### src/rtl/core/shabc_pkg.sv
// shared types and constants of the sha-256 block compression core
`timescale 1ns / 1ps

package shabc_pkg;

  localparam int unsigned WordW   = 32;
  localparam int unsigned Rounds  = 64;
  localparam int unsigned WinLen  = 16;
  localparam int unsigned HashLen = 8;
  localparam int unsigned RoundW  = $clog2(Rounds);
  localparam int unsigned PosW    = $clog2(WinLen);
  localparam int unsigned HashIdxW = $clog2(HashLen);

  typedef struct packed {
    logic [WordW-1:0] message_word;
    logic             start_message;
    logic             end_message;
  } in_item_t;

  typedef struct packed {
    logic [WordW-1:0] digest_word;
    logic             last_digest_word;
  } out_item_t;

  typedef struct packed {
    logic                load_word;
    logic                reload_iv;
    logic                init_work;
    logic                round_en;
    logic                add_en;
    logic [RoundW-1:0]   round_idx;
    logic [HashIdxW-1:0] out_idx;
  } cmd_t;

  localparam logic [WordW-1:0] InitHash [HashLen] = '{
    32'h6a09e667, 32'hbb67ae85, 32'h3c6ef372, 32'ha54ff53a,
    32'h510e527f, 32'h9b05688c, 32'h1f83d9ab, 32'h5be0cd19
  };

  localparam logic [WordW-1:0] RoundK [Rounds] = '{
    32'h428a2f98, 32'h71374491, 32'hb5c0fbcf, 32'he9b5dba5,
    32'h3956c25b, 32'h59f111f1, 32'h923f82a4, 32'hab1c5ed5,
    32'hd807aa98, 32'h12835b01, 32'h243185be, 32'h550c7dc3,
    32'h72be5d74, 32'h80deb1fe, 32'h9bdc06a7, 32'hc19bf174,
    32'he49b69c1, 32'hefbe4786, 32'h0fc19dc6, 32'h240ca1cc,
    32'h2de92c6f, 32'h4a7484aa, 32'h5cb0a9dc, 32'h76f988da,
    32'h983e5152, 32'ha831c66d, 32'hb00327c8, 32'hbf597fc7,
    32'hc6e00bf3, 32'hd5a79147, 32'h06ca6351, 32'h14292967,
    32'h27b70a85, 32'h2e1b2138, 32'h4d2c6dfc, 32'h53380d13,
    32'h650a7354, 32'h766a0abb, 32'h81c2c92e, 32'h92722c85,
    32'ha2bfe8a1, 32'ha81a664b, 32'hc24b8b70, 32'hc76c51a3,
    32'hd192e819, 32'hd6990624, 32'hf40e3585, 32'h106aa070,
    32'h19a4c116, 32'h1e376c08, 32'h2748774c, 32'h34b0bcb5,
    32'h391c0cb3, 32'h4ed8aa4a, 32'h5b9cca4f, 32'h682e6ff3,
    32'h748f82ee, 32'h78a5636f, 32'h84c87814, 32'h8cc70208,
    32'h90befffa, 32'ha4506ceb, 32'hbef9a3f7, 32'hc67178f2
  };

endpackage

### src/rtl/core/shabc_ctrl.sv
// controller state machine: word counting, round sequencing, digest output
`timescale 1ns / 1ps

module shabc_ctrl (
  input  logic                 clk_i,
  input  logic                 rst_ni,
  input  logic                 in_valid_i,
  input  logic                 start_i,
  input  logic                 end_i,
  input  logic                 out_stall_i,
  output logic                 in_stall_o,
  output logic                 out_valid_o,
  output shabc_pkg::cmd_t      cmd_o
);

  localparam logic [1:0] StLoad  = 2'd0;
  localparam logic [1:0] StRound = 2'd1;
  localparam logic [1:0] StAdd   = 2'd2;
  localparam logic [1:0] StOut   = 2'd3;

  localparam logic [shabc_pkg::PosW-1:0] LastPos =
    shabc_pkg::PosW'(shabc_pkg::WinLen - 1);
  localparam logic [shabc_pkg::RoundW-1:0] LastRound =
    shabc_pkg::RoundW'(shabc_pkg::Rounds - 1);
  localparam logic [shabc_pkg::HashIdxW-1:0] LastIdx =
    shabc_pkg::HashIdxW'(shabc_pkg::HashLen - 1);

  logic [1:0]                      state_q, state_d;
  logic [shabc_pkg::PosW-1:0]      pos_q, pos_d, pos_eff;
  logic [shabc_pkg::RoundW-1:0]    rnd_q, rnd_d;
  logic [shabc_pkg::HashIdxW-1:0]  oidx_q, oidx_d;
  logic                            fin_q, fin_d;
  logic                            in_acc;

  assign in_stall_o  = (state_q != StLoad);
  assign out_valid_o = (state_q == StOut);
  assign in_acc      = in_valid_i && !in_stall_o;
  assign pos_eff     = start_i ? '0 : pos_q;

  always_comb begin
    state_d = state_q;
    pos_d   = pos_q;
    rnd_d   = rnd_q;
    oidx_d  = oidx_q;
    fin_d   = fin_q;
    cmd_o   = '0;
    cmd_o.round_idx = rnd_q;
    cmd_o.out_idx   = oidx_q;
    case (state_q)
      StLoad: begin
        if (in_acc) begin
          cmd_o.load_word = 1'b1;
          cmd_o.reload_iv = start_i;
          pos_d = pos_eff + 1'b1;
          if (pos_eff == LastPos) begin
            cmd_o.init_work = 1'b1;
            fin_d   = end_i;
            state_d = StRound;
          end
        end
      end
      StRound: begin
        cmd_o.round_en = 1'b1;
        rnd_d = rnd_q + 1'b1;
        if (rnd_q == LastRound) begin
          state_d = StAdd;
        end
      end
      StAdd: begin
        cmd_o.add_en = 1'b1;
        state_d = fin_q ? StOut : StLoad;
      end
      StOut: begin
        if (!out_stall_i) begin
          oidx_d = oidx_q + 1'b1;
          if (oidx_q == LastIdx) begin
            state_d = StLoad;
          end
        end
      end
      default: begin
        state_d = StLoad;
      end
    endcase
  end

  always_ff @(posedge clk_i or negedge rst_ni) begin
    if (!rst_ni) begin
      state_q <= StLoad;
      pos_q   <= '0;
      rnd_q   <= '0;
      oidx_q  <= '0;
      fin_q   <= 1'b0;
    end else begin
      state_q <= state_d;
      pos_q   <= pos_d;
      rnd_q   <= rnd_d;
      oidx_q  <= oidx_d;
      fin_q   <= fin_d;
    end
  end

  a_round_to_add: assert property (@(posedge clk_i) disable iff (!rst_ni)
    (state_q == StRound && rnd_q == LastRound) |=> (state_q == StAdd))
    else $error("rounds did not end in the add step");

  a_load_round_zero: assert property (@(posedge clk_i) disable iff (!rst_ni)
    (state_q == StLoad) |-> (rnd_q == '0 && oidx_q == '0))
    else $error("round or output counter not idle while loading");

  a_block_done: assert property (@(posedge clk_i) disable iff (!rst_ni)
    (in_acc && pos_eff == LastPos) |=> (state_q == StRound && rnd_q == '0))
    else $error("full block did not start the rounds");

  a_last_out: assert property (@(posedge clk_i) disable iff (!rst_ni)
    (out_valid_o && !out_stall_i && oidx_q == LastIdx) |=> (state_q == StLoad))
    else $error("digest output did not return to loading");

endmodule

### src/rtl/core/shabc_datapath.sv
// datapath: schedule window, working variables, chaining words, round logic
`timescale 1ns / 1ps

module shabc_datapath (
  input  logic                 clk_i,
  input  logic                 rst_ni,
  input  shabc_pkg::cmd_t      cmd_i,
  input  logic [31:0]          word_i,
  output shabc_pkg::out_item_t out_data_o
);

  localparam int unsigned WL = shabc_pkg::WinLen;
  localparam int unsigned HL = shabc_pkg::HashLen;
  localparam logic [shabc_pkg::HashIdxW-1:0] LastIdx =
    shabc_pkg::HashIdxW'(HL - 1);

  function automatic logic [31:0] ror(input logic [31:0] x, input int unsigned n);
    ror = (x >> n) | (x << (32 - n));
  endfunction

  logic [31:0] win_q   [WL];
  logic [31:0] work_q  [HL];
  logic [31:0] chain_q [HL];

  logic [31:0] sm0, sm1, w_next;
  logic [31:0] big0, big1, ch, maj, t1, t2;

  // next schedule word from the window holding w[t] .. w[t+15]
  always_comb begin
    sm0 = ror(win_q[1], 7) ^ ror(win_q[1], 18) ^ (win_q[1] >> 3);
    sm1 = ror(win_q[14], 17) ^ ror(win_q[14], 19) ^ (win_q[14] >> 10);
    w_next = win_q[0] + sm0 + win_q[9] + sm1;
  end

  always_comb begin
    big1 = ror(work_q[4], 6) ^ ror(work_q[4], 11) ^ ror(work_q[4], 25);
    ch   = (work_q[4] & work_q[5]) ^ (~work_q[4] & work_q[6]);
    t1   = work_q[7] + big1 + ch + shabc_pkg::RoundK[cmd_i.round_idx] + win_q[0];
    big0 = ror(work_q[0], 2) ^ ror(work_q[0], 13) ^ ror(work_q[0], 22);
    maj  = (work_q[0] & work_q[1]) ^ (work_q[0] & work_q[2]) ^ (work_q[1] & work_q[2]);
    t2   = big0 + maj;
  end

  always_ff @(posedge clk_i) begin
    if (cmd_i.load_word || cmd_i.round_en) begin
      for (int i = 0; i < WL - 1; i++) begin
        win_q[i] <= win_q[i+1];
      end
      win_q[WL-1] <= cmd_i.load_word ? word_i : w_next;
    end
  end

  always_ff @(posedge clk_i) begin
    if (cmd_i.init_work) begin
      for (int i = 0; i < HL; i++) begin
        work_q[i] <= chain_q[i];
      end
    end else if (cmd_i.round_en) begin
      work_q[7] <= work_q[6];
      work_q[6] <= work_q[5];
      work_q[5] <= work_q[4];
      work_q[4] <= work_q[3] + t1;
      work_q[3] <= work_q[2];
      work_q[2] <= work_q[1];
      work_q[1] <= work_q[0];
      work_q[0] <= t1 + t2;
    end
  end

  always_ff @(posedge clk_i or negedge rst_ni) begin
    if (!rst_ni) begin
      for (int i = 0; i < HL; i++) begin
        chain_q[i] <= shabc_pkg::InitHash[i];
      end
    end else if (cmd_i.reload_iv) begin
      for (int i = 0; i < HL; i++) begin
        chain_q[i] <= shabc_pkg::InitHash[i];
      end
    end else if (cmd_i.add_en) begin
      for (int i = 0; i < HL; i++) begin
        chain_q[i] <= chain_q[i] + work_q[i];
      end
    end
  end

  assign out_data_o.digest_word      = chain_q[cmd_i.out_idx];
  assign out_data_o.last_digest_word = (cmd_i.out_idx == LastIdx);

endmodule

### src/rtl/core/sha256_block_compress.sv
// top level of the sha-256 block compression core
`timescale 1ns / 1ps

// Input channel: one 32-bit big-endian word of an already padded message per
// transaction, sixteen per 512-bit block. start_message on the first word
// reloads the initial hash values; end_message on the sixteenth word of the
// final block requests the digest.
// Output channel: eight transactions carrying the digest words, first word
// first, last_digest_word set on the eighth.
// Timing: the sixteenth word of a block starts the 64 rounds (one round per
// cycle in the round unit) and then the chaining-word add. The digest
// follows the add, one word per cycle unless stalled.
// in_stall_o is high from the sixteenth word until the block is compressed
// and, for the final block, until the last digest word is taken; a stall on
// the output holds the current digest word and the block waits.
// Reset: the chaining words hold the initial hash values and the word count
// is zero; the block accepts words right after reset is released.

module sha256_block_compress (
  input  logic                 clk_i,
  input  logic                 rst_ni,
  input  logic                 in_valid_i,
  output logic                 in_stall_o,
  input  shabc_pkg::in_item_t  in_data_i,
  output logic                 out_valid_o,
  input  logic                 out_stall_i,
  output shabc_pkg::out_item_t out_data_o
);

  shabc_pkg::cmd_t cmd;

  shabc_ctrl u_ctrl (
    .clk_i       (clk_i),
    .rst_ni      (rst_ni),
    .in_valid_i  (in_valid_i),
    .start_i     (in_data_i.start_message),
    .end_i       (in_data_i.end_message),
    .out_stall_i (out_stall_i),
    .in_stall_o  (in_stall_o),
    .out_valid_o (out_valid_o),
    .cmd_o       (cmd)
  );

  shabc_datapath u_datapath (
    .clk_i      (clk_i),
    .rst_ni     (rst_ni),
    .cmd_i      (cmd),
    .word_i     (in_data_i.message_word),
    .out_data_o (out_data_o)
  );

endmodule

### config.mk
export PLATFORM = sky130hd
export DESIGN_NAME = sha256_block_compress
export DESIGN_NICKNAME = d
export VERILOG_FILES = /design/src/rtl/core/shabc_pkg.sv /design/src/rtl/core/shabc_ctrl.sv /design/src/rtl/core/shabc_datapath.sv /design/src/rtl/core/sha256_block_compress.sv
export SDC_FILE = /design/constraint.sdc
export NUM_CORES = 2
export LEC_CHECK = 0
export BUFFER_PORTS_ARGS = -buffer_cell sky130_fd_sc_hd__buf_2
export CAP_MARGIN = 10
export CORE_MARGIN = 1
export CORE_UTILIZATION = 50
export CTS_BUF_LIST = sky130_fd_sc_hd__clkbuf_8
export CTS_CLUSTER_DIAMETER = 200
export DETAILED_ROUTE_END_ITERATION = 8
export GPL_TIMING_DRIVEN = 0
export PLACE_DENSITY = 0.64
export SLEW_MARGIN = 30
export SYNTH_ARGS = -nofsm -noshare
export SYNTH_HDL_FRONTEND = slang
export SYNTH_SLANG_ARGS = --single-unit
### constraint.sdc
create_clock -name clk_i -period 16.3 [get_ports clk_i]
set_clock_uncertainty 0.05 [all_clocks]
set_input_delay 1.63 -clock clk_i [delete_from_list [all_inputs] [get_ports clk_i]]
set_output_delay 1.63 -clock clk_i [all_outputs]
set_load 0.02 [all_outputs]
==> metrics <==
WL/cell=30.2 um; Avg Cell Area, Syn=10.5 um2; Final Hold Vio Count=0; DRC=0; fin area=0.0735 mm2; pwr dens=126 mW/mm2; Synth top area share=35.0%; Core ar.=0.130 mm2; post-CTS setup buffers=0; first-pass GRT wire length=360 mm; Slew HR=25.2%; Netlist Area Pre-Place=0.0659 mm2; endpoint type of the worst setup path=flip-flop; DP Wirelength=201 mm; Worst Path Required=16.99 ns; Post-synth EDFFs=768; kind of critical path=reg2reg; Detailed Route Iter0 Violations=6976; clock buffer depth=3; cells after synthesis=6270; Starting Density=50.6%; outcome=finished clean; syn nets=6899; GRT Overall Usage=38.4%; TritonCTS clock tree=built; synthesis-to-layout area growth=11.6%; Fin Hold WS=0.347 ns; most frequent cell after synthesis=nand2_1; FF+latch count, synth=1040; die height=365 um; I/O Buffers=72; post-cts sizing count=0; I/O pins=73; # rows=132; initial antenna violation count=16; GP Congestion=1.03; Synth top cells by count=nand2_1, edfxtp_1, a21oi_1, ha_1, o21ai_0; CP max-delay cell=dfrtp_1; CP arrival=13.09 ns; Via Count=52800; final setup fails=0; post-synth cell types=86; CP startpoint kind=flip-flop; CTS Buf Count=184; DP Area=0.0696 mm2; clk slew on worst S/H paths=0.07 ns; Net count, final=7202; Syn. warnings=0; sequential area share after synthesis=45.6%; Antenna Nets Post-Route=0; Clock Latency Late Sink=0.96 ns; Slew Limit Fails=0; Clock Sinks=1040; RSZ-0062 raised after global routing=false; hold_sp=u_datapath.win_q[15][23]$_DFFE_PP_; # Max-Cap Violations=0; vias in the first global route=49500; total grt overflow=0; Area contributors post-synth=edfxtp_1, ha_1, fa_1; largest net degree at the start of global routing=74; Setup WS pre-CTS=4.26 ns; reg-to-reg startpoint=u_ctrl.rnd_q[1]$_DFFE_PN0P_; Synth area leader=edfxtp_1; hold buffers post-CTS=0; Routed Wire Length=256 mm; die width=365 um; crit share post-route=76.1%; DRT Pass-1 Iters=6; Fillers=11500; Leakage=30.2 nW; post-DR vias/cell=6.23; slack of the critical path=3.90 ns; predominant post-synthesis flop cell=edfxtp_1; critical path launch point=u_ctrl.rnd_q[1]$_DFFE_PN0P_; Die ar.=0.133 mm2; Largest stage delay, worst path=0.77 ns; CTS HTree Levels=4; minimum clock period=12.40 ns; Worst Hold Class=reg2reg; Worst-Margin Slew=1.12 ns; CP Max Fanout=14; Peak Freq=80.7 MHz; CTS root buffer=clkbuf_8; layout cells sized above 1=10.9%; async set-reset flop share out of synthesis=26.2%; Max IR drop VDD=0.165 mV
-- worst max-delay path: cells and delay by family, from the launching register on --
| kind | cells | cell delay, ns |
|---|---|---|
| compound gates | 15 | 3.80 |
| xor+xnor | 1 | 0.35 |
| fa+ha+maj | 7 | 3.35 |
| buf+inv | 8 | 2.84 |
| flops | 1 | 0.77 |
| simple gates | 5 | 1.04 |
-- report_power, final --
group          switching [mW]  total, mW  leakage [nW]  internal, mW
clock network            1.23       2.55          2.22          1.32
registers               0.125       3.20          10.7          3.07
logic                    2.14       3.54          17.3          1.40
-- cell families (layout without fill, tap and decap cells) --
family,after synthesis,count (layout),share of synthesized area [%]
other,0,6,0
flip-flops,1040,1040,45.6
AO/OA/AOI/OAI,1557,1557,14.8
buffers and inverters,604,1068,3.44
multiplexers,142,142,3.60
XOR/XNOR,565,565,7.51
AND/OR/NAND/NOR,1766,1766,11.6
adder cells (fa/ha/maj),596,596,13.5
-- final timing paths --
path	endpoint	slack, ns	cells past startpoint
max in group asynchronous	u_datapath.chain_q[208]$_DFFE_PN1P_	14.50	3
worst max register to register	u_datapath.work_q[0][26]$_DFFE_PP_	3.90	36
worst min-delay path	u_datapath.win_q[14][23]$_DFFE_PP_	0.35	0
min in group asynchronous	u_datapath.chain_q[20]$_DFFE_PN0P_	0.53	1
worst min register to register	u_datapath.win_q[14][23]$_DFFE_PP_	0.35	0
worst max-delay path	u_datapath.work_q[0][26]$_DFFE_PP_	3.90	36
-- routing by layer --
layer	GRT usage, %	up-vias	share of wire, %
met5	0	-	0.011
met4	14.6	4	3.9
met3	10.8	481	12
met2	53.8	2966	41
met1	56.3	26300	44
li1	-	23000	-
-- sequential cells by signal, summed over array words and instances, names as in the netlist --
| register | flops |
|---|---|
| u_datapath.chain_q | 256 |
| u_ctrl.oidx_q | 3 |
| u_datapath.win_q | 512 |
| u_datapath.work_q | 256 |
| u_ctrl.rnd_q | 6 |
| u_ctrl.fin_q | 1 |
| u_ctrl.pos_q | 4 |
| u_ctrl.state_q | 2 |
-- layout by cell type, fill, tap and decap left out, types with 31 or more instances in the layout --
cell type,instances
clkinv_1,32
fa_1,195
nor2_1,354
o21ai_0,376
nand2b_1,79
mux4_2,71
o31ai_1,40
a21oi_1,456
a211oi_1,68
buf_2,85
xor2_1,224
inv_1,400
a31oi_1,47
a21o_1,179
nand2_1,962
nor3_1,74
xnor2_1,341
ha_1,396
clkbuf_1,193
mux2_2,52
o21bai_1,35
o21a_1,64
nor2b_1,60
o21ai_1,42
dfstp_2,136
edfxtp_1,768
clkbuf_2,46
dfrtp_1,136
clkbuf_8,201
nand3_1,77
buf_16,31
-- through the flow --
step	utilization (%)	power (mW)	setup TNS, ns	std cells
floorplan	-	5.67	0	6270
detailed placement	53.5	6.67	0	8129
global placement	52.6	6.68	-3524.53	8084
global route	56.5	9.73	0	8479
finish	56.5	9.29	0	8482
CTS	56.5	9.24	0	8476
-- final cells by class --
| cell class | count | area, um2 | area share [%] |
|---|---|---|---|
| Tap cell | 1742 | 2180 | 2.96 |
| Antenna cell | 6 | 15.0 | 0.0204 |
| Buffer | 273 | 1100 | 1.49 |
| Clock inverter | 146 | 1080 | 1.46 |
| Clock buffer | 201 | 2770 | 3.76 |
| Multi-Input combinational cell | 4626 | 33700 | 45.8 |
| Timing Repair Buffer | 117 | 1430 | 1.95 |
| Sequential cell | 1040 | 30000 | 40.9 |
| Inverter | 331 | 1240 | 1.69 |
Note: power is estimated with default switching activity, not from simulation.
